$ cat src/design/pcc_pkg.sv
package pcc_pkg;

  // datapath widths
  localparam int DATA_W = 35;
  localparam int Z_W    = 32;
  localparam int GAIN_W = 30;
  localparam int ATAN_W = 29;
  localparam int GUARD  = 16;

  // angle limits in 1/128 degree
  localparam int HALF_TURN    = 23040;
  localparam int FULL_TURN    = 46080;
  localparam int QUARTER_TURN = 11520;

  // gain compensation constant pieces, Q30
  localparam longint K_BASE = 64'd652032874;
  localparam longint K_TAIL = 64'd434688583;

  // atan(2^-i) in units of 2^-23 degree
  localparam logic [ATAN_W-1:0] ATAN_TAB [24] = '{
    29'd377487360, 29'd222843801, 29'd117744544, 29'd59768969,
    29'd30000467,  29'd15014858,  29'd7509261,   29'd3754860,
    29'd1877459,   29'd938733,    29'd469367,    29'd234683,
    29'd117342,    29'd58671,     29'd29335,     29'd14668,
    29'd7334,      29'd3667,      29'd1833,      29'd917,
    29'd458,       29'd229,       29'd115,       29'd57
  };

  typedef enum logic {
    OP_TO_CART  = 1'b0,
    OP_TO_POLAR = 1'b1
  } op_t;

  // vector handed from cell to cell
  typedef struct packed {
    op_t               op;
    logic              origin;
    logic              base_on;
    logic              base_neg;
    logic [DATA_W-1:0] x;
    logic [DATA_W-1:0] y;
    logic [Z_W-1:0]    z;
  } vec_t;

  // gain compensation for n micro-rotations, Q30
  function automatic logic [GAIN_W-1:0] gain_q30(input int n);
    longint sh;
    longint tail;
    sh   = longint'(2 * n);
    tail = (K_TAIL + (longint'(1) << (sh - 1))) >> sh;
    return GAIN_W'(K_BASE + tail);
  endfunction

endpackage

$ cat src/design/pcc_front.sv
module pcc_front #(
  parameter logic [pcc_pkg::GAIN_W-1:0] GAIN = 30'd652039507
) (
  input  logic                clk,
  input  logic                rst,
  input  logic                in_valid,
  output logic                in_ready,
  input  logic                opcode,
  input  logic [15:0]         x_in,
  input  logic [15:0]         y_in,
  input  logic [15:0]         radius_in,
  input  logic [15:0]         angle_in,
  output logic                out_valid,
  input  logic                out_ready,
  output pcc_pkg::vec_t       out_data
);

  logic signed [16:0] ang;
  logic signed [16:0] ang_wrap;
  logic signed [16:0] ang_fold;
  logic               flip;
  logic [45:0]        prod;
  logic [45:0]        prod_rnd;
  logic [31:0]        mag;
  logic signed [16:0] xc;
  logic signed [16:0] yc;
  logic               x_neg;
  pcc_pkg::vec_t      vec_next;

  // bring polar angle into (-180,180], then fold into [-90,90]
  always_comb begin
    ang = $signed({angle_in[15], angle_in});
    ang_wrap = ang;
    if (ang > pcc_pkg::HALF_TURN) begin
      ang_wrap = ang - 17'(pcc_pkg::FULL_TURN);
    end else if (ang <= -pcc_pkg::HALF_TURN) begin
      ang_wrap = ang + 17'(pcc_pkg::FULL_TURN);
    end
    flip = 1'b0;
    ang_fold = ang_wrap;
    if (ang_wrap > pcc_pkg::QUARTER_TURN) begin
      flip = 1'b1;
      ang_fold = ang_wrap - 17'(pcc_pkg::HALF_TURN);
    end else if (ang_wrap < -pcc_pkg::QUARTER_TURN) begin
      flip = 1'b1;
      ang_fold = ang_wrap + 17'(pcc_pkg::HALF_TURN);
    end
  end

  // pre-scaled start radius
  assign prod     = 46'(radius_in) * 46'(GAIN);
  assign prod_rnd = prod + 46'd8192;
  assign mag      = prod_rnd[45:14];

  // mirror left half-plane vectors for vectoring
  assign x_neg = x_in[15];
  assign xc = x_neg ? -$signed({x_in[15], x_in}) : $signed({x_in[15], x_in});
  assign yc = x_neg ? -$signed({y_in[15], y_in}) : $signed({y_in[15], y_in});

  // start vector
  always_comb begin
    vec_next = '0;
    vec_next.op = pcc_pkg::op_t'(opcode);
    if (pcc_pkg::op_t'(opcode) == pcc_pkg::OP_TO_CART) begin
      vec_next.x = flip ? (pcc_pkg::DATA_W'(0) - {3'b000, mag}) : {3'b000, mag};
      vec_next.y = '0;
      vec_next.z = {ang_fold[15:0], 16'h0000};
    end else begin
      vec_next.origin   = (x_in == 16'h0000) && (y_in == 16'h0000);
      vec_next.base_on  = x_neg;
      vec_next.base_neg = y_in[15];
      vec_next.x = {{2{xc[16]}}, xc, 16'h0000};
      vec_next.y = {{2{yc[16]}}, yc, 16'h0000};
      vec_next.z = '0;
    end
  end

  assign in_ready = !out_valid || out_ready;

  // stage register
  always_ff @(posedge clk) begin
    if (rst) begin
      out_valid <= 1'b0;
    end else if (in_ready) begin
      out_valid <= in_valid;
    end
  end

  always_ff @(posedge clk) begin
    if (in_ready && in_valid) begin
      out_data <= vec_next;
    end
  end

endmodule

$ cat config.mk
export PLATFORM = sky130hd
export DESIGN_NAME = pcc_front
export DESIGN_NICKNAME = d
export VERILOG_FILES = /design/src/design/pcc_pkg.sv /design/src/design/pcc_front.sv
export SDC_FILE = /design/constraint.sdc
export NUM_CORES = 1
export LEC_CHECK = 0
export ABC_CLOCK_PERIOD_IN_PS = 17200
export BUFFER_PORTS_ARGS = -buffer_cell sky130_fd_sc_hd__buf_2
export CORE_MARGIN = 4
export CORE_UTILIZATION = 35
export DETAILED_ROUTE_END_ITERATION = 6
export PLACE_DENSITY = 0.54
export REMOVE_ABC_BUFFERS = 1
export SLEW_MARGIN = 0
export SYNTH_ARGS = -nofsm -noshare
export SYNTH_HDL_FRONTEND = slang
export SYNTH_SLANG_ARGS = --single-unit
$ cat constraint.sdc
create_clock -name clk -period 17.2 [get_ports clk]
set_input_delay 5.16 -clock clk [delete_from_list [all_inputs] [get_ports clk]]
set_output_delay 5.16 -clock clk [all_outputs]
set_load 0.05 [all_outputs]
==> Yosys cells after proc, flatten, opt, wreduce, memory -nomap -nowiden <==
Cells that the tools add are included.
{ "totals": {"input_bits": 69, "wordCells": 40, "regBits": 105} }
{ "op_classes": {"mul": 1, "addsub": 8, "n_reduce_logical": 6, "magnitude_cmp": 4, "n_mux": 10} }
{ "ops": {"columns": ["operator", "count"], "rows": [
  ["$mux W102", 1],
  ["$mux W17", 4],
  ["$add A46 B14 Y46 const B", 1],
  ["$mul A16 B30 Y46 const B", 1],
  ["$mux W35", 1],
  ["$neg A16 Y17", 2],
  ["$sub A1 B32 Y33 const A", 1],
  ["$logic_not A16 Y1", 2],
  ["$mux W16", 2],
  ["$add A16 B17 Y17 const B", 1],
  ["$gt A17 B15 Y1 const B", 1],
  ["$lt A17 B15 Y1 const B", 1],
  ["$sub A16 B17 Y17 const B", 1],
  ["$add A16 B16 Y16 const B", 1],
  ["$gt A16 B16 Y1 const B", 1],
  ["$le A16 B16 Y1 const B", 1],
  ["$sub A16 B16 Y16 const B", 1],
  ["$logic_and A1 B1 Y1", 2],
  ["$mux W1", 2],
  ["$logic_not A1 Y1", 1],
  ["$logic_or A1 B1 Y1", 1]
]} }

==> Longest topological paths before layout <==
Gate-level depths: netlist (run 1).
{ "depth": {"depth_word": 8, "depth_mapped": 27, "ltp_nobuf": 25} }

==> Worst setup path before layout (run 1) <==
Ideal clock, no wire load.
{ "synth_path": {"path_type": "input to register", "start": "input port radius_in[10]", "end": "register out_data[95] (netlist name) (data pin)", "setup_time_ns": 0.274, "path_stages": 24, "n_path_buf": 2, "setup_slack_ns": 5.600, "arrival_ns": 11.326, "required_ns": 16.926, "cell_sequence": "inv_1 -> fa_1 -> fa_1 -> fa_1 -> inv_1 -> fa_1 -> fa_1 -> inv_1 -> fa_1 -> inv_1 -> ha_1 -> buf_2 -> a21oi_1 -> a21boi_0 -> a311oi_2 -> o21ai_1 -> a31oi_1 -> o21bai_1 -> xor2_1 -> or4_1 -> clkbuf_2 -> o41ai_1 -> xor2_1 -> mux2i_1"} }
{ "synth_lines": {"columns": ["item", "line_no", "source"], "rows": [
  ["from (decl)", "pcc_front.sv:11", "input logic [15:0] radius_in,"],
  ["to (signal assigned)", "pcc_front.sv:91", "out_data <= vec_next;"],
  ["to (decl)", "pcc_front.sv:15", "output pcc_pkg::vec_t out_data"]
]} }

==> results of run 1 <==
[final cells by class]
cell class                      instances  area share (%)
Clock buffer                            9            1.55
Clock inverter                          7           0.603
Inverter                              295            7.62
Multi-Input combinational cell       1002            66.4
Sequential cell                        71            14.6
Tap cell                              468            4.03
Timing Repair Buffer                  148            5.17
[metrics by stage]
stage | setup WS [ns] | utilization (%) | instance area, um^2
finish | 4.82 | 39.5 | 14500
global route | 4.32 | 39.5 | 14500
CTS | 4.86 | 39.5 | 14500
detailed placement | 4.50 | 38.6 | 14200
global placement | 4.55 | 38.6 | 14200
floorplan | 5.61 | - | 12900
[worst max-delay path, cell delays in order]
cell	delay, ns
buf_2	0.17
ha_1	0.39
fa_1	0.65
inv_1	0.10
fa_1	0.54
inv_1	0.05
fa_1	0.46
fa_1	0.54
inv_1	0.05
fa_1	0.55
inv_1	0.05
ha_1	0.37
a21oi_1	0.34
o21ai_0	0.17
a221oi_2	0.58
o211ai_2	0.23
a31oi_1	0.26
o21bai_1	0.11
xor2_1	0.21
or4_1	0.68
o41ai_1	0.44
xor2_1	0.23
mux2i_1	0.10
[registers in the layout, indices dropped and copies added, names as in the netlist]
register	cells
out_valid	1
out_data	70
[per-layer routing]
| layer | GRT usage [%] | part of all wire (%) | vias to the layer above |
|---|---|---|---|
| met3 | 2.16 | 4.0 | 28 |
| met1 | 24.4 | 49 | 4805 |
| met2 | 26.5 | 45 | 230 |
| li1 | - | - | 4844 |
| met5 | 0 | 0 | - |
| met4 | 3.30 | 1.4 | 0 |
[worst max path at each step]
stage               cells after the start                      to     startpoint
floorplan                              22  out_data[95]$_DFFE_PP_  radius_in[10]
global placement                       25  out_data[94]$_DFFE_PP_  radius_in[14]
detailed placement                     23  out_data[94]$_DFFE_PP_   radius_in[3]
CTS                                    25  out_data[94]$_DFFE_PP_  radius_in[14]
global route                           23  out_data[94]$_DFFE_PP_   radius_in[3]
finish                                 23  out_data[94]$_DFFE_PP_   radius_in[3]
[synth_stat cells, types with 11 or more instances]
| cell type | number |
|---|---|
| nor3_1 | 15 |
| o31ai_1 | 17 |
| xor2_1 | 35 |
| nand3_1 | 12 |
| buf_4 | 37 |
| xnor2_1 | 56 |
| clkbuf_1 | 15 |
| and2_1 | 21 |
| a31oi_1 | 11 |
| fa_1 | 159 |
| mux2i_1 | 12 |
| nor2_1 | 61 |
| and3_1 | 11 |
| nand2_1 | 68 |
| or3_1 | 13 |
| nor2b_1 | 16 |
| nand2b_1 | 12 |
| a21oi_1 | 66 |
| ha_1 | 180 |
| edfxtp_1 | 70 |
| o21ai_0 | 51 |
| inv_1 | 295 |
| a21o_1 | 12 |
[kinds of logic after synthesis]
| group | after synthesis |
|---|---|
| flip-flops | 71 |
| AO/OA/AOI/OAI | 248 |
| buffers and inverters | 354 |
| XOR/XNOR | 91 |
| multiplexers | 14 |
| other | 1 |
| AND/OR/NAND/NOR | 278 |
| adder cells (fa/ha/maj) | 339 |
==> key figures, run 1 <==
Clock tree
  • Clock buffer count from CTS: 9
  • Post-CTS Setup Repair Bufs: 0
  • Max H-tree Level: 3
  • # clock sinks: 71
  • CTS max path bufs: 2
  • Clk slew on worst S/H paths: 0.06 ns
  • Insertion delay to the later sink of the worst-skew pair: 0.33 ns
  • CTS tree: done
  • Post-cts sizing count: 0
  • Root Buffer Master: clkbuf_16
  • Cts hold-fix bufs: 0

Drt
  • Drt first pass iters: 7
  • DRC viols: 0
  • 1st-iter DRT viols: 449
  • WL final: 34.3 mm
  • Vias per cell: 4.95
  • Post-route ant nets: 0
  • Via count: 9907
  • DR WL/cell: 17.1 um

Run status
  • Status: completed

Synthesis
  • Post-synth EDFFs: 70
  • Leading area contributor after synthesis: fa_1
  • Top cell type's share of synthesized area: 24.3%
  • Synth Instances: 1396
  • Post-synthesis adder-cell area fraction: 41.4%
  • Area contributors post-synth: fa_1, ha_1, edfxtp_1
  • Main combinational cell family by area after synthesis: adder cells
  • Post-synthesis compound-gate area fraction: 12.8%
  • XOR/XNOR Fraction of Synth Area: 6.07%
  • Sequential area share after synthesis: 16.2%
  • Post-Synth Simple-Gate Area: 11.2%
  • Synth Cell Area: 13100 um^2
  • #FFs+latches synth: 71
  • Post-synth ARST share: 0%
  • Netlist cell types: 88
  • Avg Inst Size Synth: 9.40 um^2
  • Post-synthesis mux area share: 1.09%
  • Yosys warns: 0
  • Synth Flop Type: edfxtp_1

Placement
  • Dpl cells: 1984
  • HPWL Detailed: 30.0 mm
  • I/O Buffers: 144
  • Routability congestion estimate: 0.918

STA
  • RSZ-0062 raised after global routing: false
  • Max-slew violations: 0
  • Slew HR: 37.5%
  • Final Skew: 0.00210 ns
  • Tmin final: 12.38 ns
  • Fmax: 80.8 MHz
  • Final Hold Fails: 0
  • Final Cycle Share: 72.0%
  • Final TNS setup: 0 ns
  • Worst Tran Pin Value: 0.935 ns
  • WHS: 0.515 ns
  • Final setup vio count: 0

Floorplan
  • Initial Utilization: 35.7%
  • I/O pin count: 177
  • CORE AREA: 36800 um^2
  • DIE AREA: 40700 um^2
  • Vert. Die Dim: 202 um
  • Row count: 70
  • DIE WIDTH: 202 um

Worst setup path
  • R2R cell count: 3
  • Worst-path fanout max: 8
  • FF-to-FF End: out_data[84]$_DFFE_PP_
  • Crit path capture type: flop
  • WP data arrival: 12.44 ns
  • Crit Path Class: primary input to flop
  • WP data required: 17.26 ns
  • FF-to-FF setup slack: 15.53 ns
  • Reg2reg start: out_valid$_SDFFE_PP0N_
  • Setup crit start kind: primary input

Layout
  • Layout cells sized above 1: 12.9%
  • Area occupied by registers: 2120 um^2
  • Most frequent cells in the layout: inv_1, ha_1, fa_1
  • Nets: 1935
  • Commonest non-fill, non-tap cell in the layout: inv_1
  • Area growth, synth to finish: 10.7%
  • Non-Filler Instances: 2000
  • Fill count: 3724
  • Ant diodes: 0
  • Multi-input logic area: 9650 um^2

Global routing
  • Total GRT Usage: 16.7%
  • First-pass GRT wire length: 55.0 mm
  • Antenna violations before repair: 0
  • Largest net degree at the start of global routing: 71
  • Total grt overflow: 0
  • Vias in the first global route: 10000

Flow run
  • Maxcap violations: 0

Worst hold path
  • WHS Path Cells: 2
  • Hold path startpoint: out_valid$_SDFFE_PP0N_
  • Hold WC Path Type: flop to flop
  • Hold Path Sink: out_valid$_SDFFE_PP0N_
Power of run 1 is not shown: default switching activity piles up to over one toggle a cycle in this logic, so the estimate is an artifact.
==> run 2, diff against run 1 <==
ABC_CLOCK_PERIOD_IN_PS = 13000   (was 17200)
clock period = 13 ns   (was 17.2 ns; I/O delays follow)
==> key figures, run 2 (synthesis gave the netlist of run 1 again) <==
Layout
  • Ant diodes: 0 (unchanged)
  • Commonest non-fill, non-tap cell in the layout: inv_1 (unchanged)
  • Top reg by flops: out_data (unchanged)
  • Largest regs: out_data: 70 flops, out_valid: 1 flops (unchanged)
  • Area growth, synth to finish: 10.7% (unchanged)
  • Max FFs per register: 70 (unchanged)
  • Layout cells sized above 1: 12.9% (unchanged)
  • Most frequent cells in the layout: inv_1, ha_1, fa_1 (unchanged)
  • Non-Filler Instances: 2000 (unchanged)
  • Nets: 1935 (unchanged)

STA
  • Final Hold Fails: 0 (unchanged)
  • Final Cycle Share: 85.4%
  • Final setup vio count: 0 (unchanged)
  • Slew HR: 37.6% (was 37.5%)
  • RSZ-0062 raised after global routing: false (unchanged)
  • Worst setup margin: 1.89 ns (was 4.82 ns)
  • Fmax: 90.0 MHz
  • Max-slew violations: 0 (unchanged)
  • Worst Tran Pin Value: 0.934 ns (was 0.935 ns)
  • Final Skew: 0.00341 ns (was 0.00210 ns)
  • Final TNS setup: 0 ns (unchanged)
  • Tmin final: 11.11 ns

Worst setup path
  • Crit path capture type: flop (unchanged)
  • CP bufs+invs: 5 (unchanged)
  • Cell breakdown of the critical path: buf_2, ha_1, fa_1, fa_1, inv_1, fa_1, inv_1, fa_1, inv_1, fa_1, inv_1, ha_1, nand4_2, nor4_1, a211oi_1, or3_1, a31oi_1, xnor2_1, nand2b_1, or4_1, o41ai_1, xor2_1, mux2i_1 (was buf_2, ha_1, fa_1, inv_1, fa_1, inv_1, fa_1, fa_1, inv_1, fa_1, inv_1, ha_1, a21oi_1, o21ai_0, a221oi_2, o211ai_2, a31oi_1, o21bai_1, xor2_1, or4_1, o41ai_1, xor2_1, mux2i_1)
  • Crit-path max cell delay: 0.61 ns (was 0.68 ns)
  • FF-to-FF setup slack: 11.33 ns (was 15.53 ns)
  • WP data required: 13.06 ns (was 17.26 ns)
  • Setup crit start kind: primary input (unchanged)
  • Crit Path Class: primary input to flop (unchanged)
  • Critical-path top delay cell: nor4_1 (was or4_1)
  • Worst-path fanout max: 8 (unchanged)
  • WP data arrival: 11.16 ns (was 12.44 ns)
  • Critical path's most frequent cell: fa_1 (unchanged)
  • CP top delay family: adder cells (unchanged)

Drt
  • DR WL/cell: 17.1 um (about the same)
  • WL final: 34.2 mm (was 34.3 mm)
  • Post-route ant nets: 0 (unchanged)
  • 1st-iter DRT viols: 405 (was 449)
  • Via count: 9913 (was 9907)
  • Drt first pass iters: 4 (was 7)
  • Vias per cell: 4.96 (was 4.95)
  • DRC viols: 0 (unchanged)

Global routing
  • Antenna violations before repair: 0 (unchanged)
  • Largest net degree at the start of global routing: 71 (unchanged)
  • Total GRT Usage: 16.6% (was 16.7%)
  • Total grt overflow: 0 (unchanged)
  • First-pass GRT wire length: 54.7 mm (was 55.0 mm)
  • Vias in the first global route: 10000 (about the same)

Clock tree
  • Clock buffer count from CTS: 9 (unchanged)
  • Cts hold-fix bufs: 0 (unchanged)
  • Insertion delay to the later sink of the worst-skew pair: 0.33 ns (about the same)
  • CTS tree: done (unchanged)
  • Post-CTS Setup Repair Bufs: 0 (unchanged)
  • Root Buffer Master: clkbuf_16 (unchanged)
  • Max H-tree Level: 3 (unchanged)
  • Post-cts sizing count: 0 (unchanged)
  • # clock sinks: 71 (unchanged)
  • CTS max path bufs: 2 (unchanged)
  • Clk slew on worst S/H paths: 0.06 ns (about the same)

Worst hold path
  • Hold WC Path Type: flop to flop (unchanged)

Floorplan
  • CORE AREA: 36800 um^2 (unchanged)
  • Initial Utilization: 35.7% (unchanged)
  • Row count: 70 (unchanged)
  • DIE AREA: 40700 um^2 (unchanged)
  • I/O pin count: 177 (unchanged)
  • DIE WIDTH: 202 um (unchanged)
  • Vert. Die Dim: 202 um (unchanged)

Run status
  • Status: completed (unchanged)

Placement
  • Routability congestion estimate: 0.919 (was 0.918)
  • DP Worst Slack: 1.58 ns (was 4.50 ns)
  • Dpl cells: 1984 (unchanged)
  • I/O Buffers: 144 (unchanged)
  • HPWL Detailed: 29.9 mm (was 30.0 mm)

Flow run
  • Maxcap violations: 0 (unchanged)
-- run 2: cell type report --
type                       count  area, um^2
tap                          468         586
clock buffer                   9         225
timing repair buffer         148         751
sequential                    71        2120
inverter                     295        1110
fill                        3750       22300
multi-input combinational   1002        9650
clock inverter                 7        87.6
-- run 2: per-stage QoR --
step / area (um^2) / utilization, % / hold slack (ns)
finish: 14500 / 39.5 / 0.518
floorplan: 12900 / - / 1.11
global route: 14500 / 39.5 / 0.558
detailed placement: 14200 / 38.6 / 0.517
CTS: 14500 / 39.5 / 0.526
global placement: 14200 / 38.6 / 0.493
-- run 2: worst paths after layout --
kind,cells after the start,start,endpoint
worst max-delay path,23,radius_in[3],out_data[94]$_DFFE_PP_
worst min-delay path,2,out_valid$_SDFFE_PP0N_,out_valid$_SDFFE_PP0N_
worst max register to register,3,out_valid$_SDFFE_PP0N_,out_data[100]$_DFFE_PP_
worst min register to register,2,out_valid$_SDFFE_PP0N_,out_valid$_SDFFE_PP0N_
-- run 2: metal layers --
layer  part of all wire (%)  up-vias  global-route usage (%)
li1                       -     4841                       -
met1                     49     4803                    24.2
met2                     45      244                    26.6
met3                    4.6       25                    2.14
met4                    1.1        0                    3.03
met5                      0        -                       0
-- run 2: tightest hold or removal path, cell delays in order (launching register included) --
cell and delay [ns]:
dfxtp_1 0.30, nand2b_1 0.10, a21oi_1 0.07
Power of run 2 is left out for the same reason.
==> run 3, diff against run 2 <==
CORE_UTILIZATION = 46   (was 35)
PLACE_DENSITY = 0.67   (was 0.54)
==> key figures, run 3 (synthesis gave the netlist of run 1 again) <==
Run status
  • Status: completed (unchanged)

Drt
  • Via count: 9930 (was 9913)
  • WL final: 32.1 mm (was 34.2 mm)
  • 1st-iter DRT viols: 695 (was 405)
  • Drt first pass iters: 5 (was 4)
  • Vias per cell: 5.20 (was 4.96)
  • Post-route ant nets: 0 (unchanged)
  • DRC viols: 0 (unchanged)
  • DR WL/cell: 16.8 um (was 17.1 um)

Worst setup path
  • Worst-path fanout max: 8 (unchanged)
  • WP data arrival: 11.17 ns (was 11.16 ns)
  • WP data required: 13.05 ns (was 13.06 ns)
  • Critical path's most frequent cell: inv_1 (was fa_1)
  • Setup crit start kind: primary input (unchanged)
  • Crit Path Class: primary input to flop (unchanged)
  • Critical-path top delay cell: or4_1 (was nor4_1)
  • Crit-path max cell delay: 0.69 ns (was 0.61 ns)
  • Crit path capture type: flop (unchanged)

Global routing
  • Total GRT Usage: 20.6% (was 16.6%)
  • Antenna violations before repair: 0 (unchanged)
  • First-pass GRT wire length: 52.0 mm (was 54.7 mm)
  • Total grt overflow: 0 (unchanged)
  • Vias in the first global route: 10000 (about the same)
  • Largest net degree at the start of global routing: 85 (was 71)

Layout
  • Nets: 1933 (was 1935)
  • Commonest non-fill, non-tap cell in the layout: inv_1 (unchanged)
  • Top reg by flops: out_data (unchanged)
  • Multi-input logic area: 9650 um^2 (unchanged)
  • Ant diodes: 0 (unchanged)
  • Most frequent cells in the layout: inv_1, ha_1, fa_1 (unchanged)
  • Area occupied by registers: 2120 um^2 (unchanged)
  • Max FFs per register: 70 (unchanged)
  • Largest regs: out_data: 70 flops, out_valid: 1 flops (unchanged)
  • Area growth, synth to finish: 9.58% (was 10.7%)
  • Layout cells sized above 1: 12.8% (was 12.9%)
  • Fill count: 2676 (was 3750)

Placement
  • HPWL Detailed: 27.7 mm (was 29.9 mm)
  • Routability congestion estimate: 0.935 (was 0.919)
  • I/O Buffers: 144 (unchanged)

STA
  • Final setup vio count: 0 (unchanged)
  • Final Hold Fails: 0 (unchanged)
  • Slew HR: 21.3% (was 37.6%)
  • Worst Tran Pin Value: 1.18 ns (was 0.934 ns)
  • Fmax: 89.9 MHz (was 90.0 MHz)
  • Final Cycle Share: 85.6% (was 85.4%)
  • Final Skew: 0.00531 ns (was 0.00341 ns)
  • Final TNS setup: 0 ns (unchanged)
  • RSZ-0062 raised after global routing: false (unchanged)
  • Tmin final: 11.13 ns (was 11.11 ns)
  • Max-slew violations: 0 (unchanged)

Floorplan
  • DIE WIDTH: 177 um (was 202 um)
  • I/O pin count: 177 (unchanged)
  • Vert. Die Dim: 177 um (was 202 um)
  • CORE AREA: 27900 um^2 (was 36800 um^2)
  • DIE AREA: 31300 um^2 (was 40700 um^2)
  • Initial Utilization: 47.0% (was 35.7%)
  • Row count: 61 (was 70)

Clock tree
  • Clock buffer count from CTS: 9 (unchanged)
  • Max H-tree Level: 3 (unchanged)
  • Post-cts sizing count: 0 (unchanged)
  • # clock sinks: 71 (unchanged)
  • Cts hold-fix bufs: 0 (unchanged)
  • CTS max path bufs: 2 (unchanged)
  • CTS tree: done (unchanged)
  • Clk slew on worst S/H paths: 0.06 ns (about the same)
  • Insertion delay to the later sink of the worst-skew pair: 0.33 ns (about the same)
  • Root Buffer Master: clkbuf_16 (unchanged)
  • Post-CTS Setup Repair Bufs: 0 (unchanged)

Worst hold path
  • Hold WC Path Type: flop to flop (unchanged)

Flow run
  • Maxcap violations: 0 (unchanged)
[run 3: cell count changes in the layout (fill, tap and decap cells not counted)]
cell / change
buf_4: -2
bufinv_16: -1
clkinv_1: -1
clkinv_2: -1
clkinvlp_4: +2
inv_6: +1
[run 3: cell type report]
type	instances	area share (%)
Inverter	295	7.70
Sequential cell	71	14.8
Multi-Input combinational cell	1002	67.1
Clock buffer	9	1.57
Tap cell	378	3.29
Timing Repair Buffer	146	5.12
Clock inverter	7	0.505
[run 3: final timing paths]
check | cells past startpoint | slack (ns) | endpoint | start
hold / removal | 2 | 0.50 | out_valid$_SDFFE_PP0N_ | out_valid$_SDFFE_PP0N_
setup reg to reg | 3 | 11.37 | out_data[94]$_DFFE_PP_ | out_valid$_SDFFE_PP0N_
setup / recovery | 25 | 1.87 | out_data[94]$_DFFE_PP_ | radius_in[14]
hold reg to reg | 2 | 0.50 | out_valid$_SDFFE_PP0N_ | out_valid$_SDFFE_PP0N_
[run 3: metal layers]
metal / track usage (%) / wire (um) / vias up
li1: - / - / 4848
met5: 0 / 0 / -
met2: 33.3 / 14400 / 323
met3: 3.82 / 2240 / 30
met4: 4.61 / 599 / 0
met1: 29.1 / 14800 / 4729
[run 3: critical path, delay by kind of cell]
kind            cells  cell delay, ns
mux                 1            0.10
buf+inv             6            0.57
xor+xnor            3            0.60
simple gates        1            0.69
fa+ha+maj           7            3.17
compound gates      7            2.15
[run 3: metrics by stage]
stage	worst slack [ns]	hold WS (ns)	cells	area [um^2]	utilization (%)
global placement	1.67	0.488	1892	14100	50.4
CTS	1.95	0.506	1908	14400	51.5
floorplan	2.67	1.11	1368	12900	-
finish	1.87	0.502	1908	14400	51.5
global route	1.48	0.530	1908	14400	51.5
detailed placement	1.63	0.496	1892	14100	50.4
Power of run 3 is left out for the same reason.
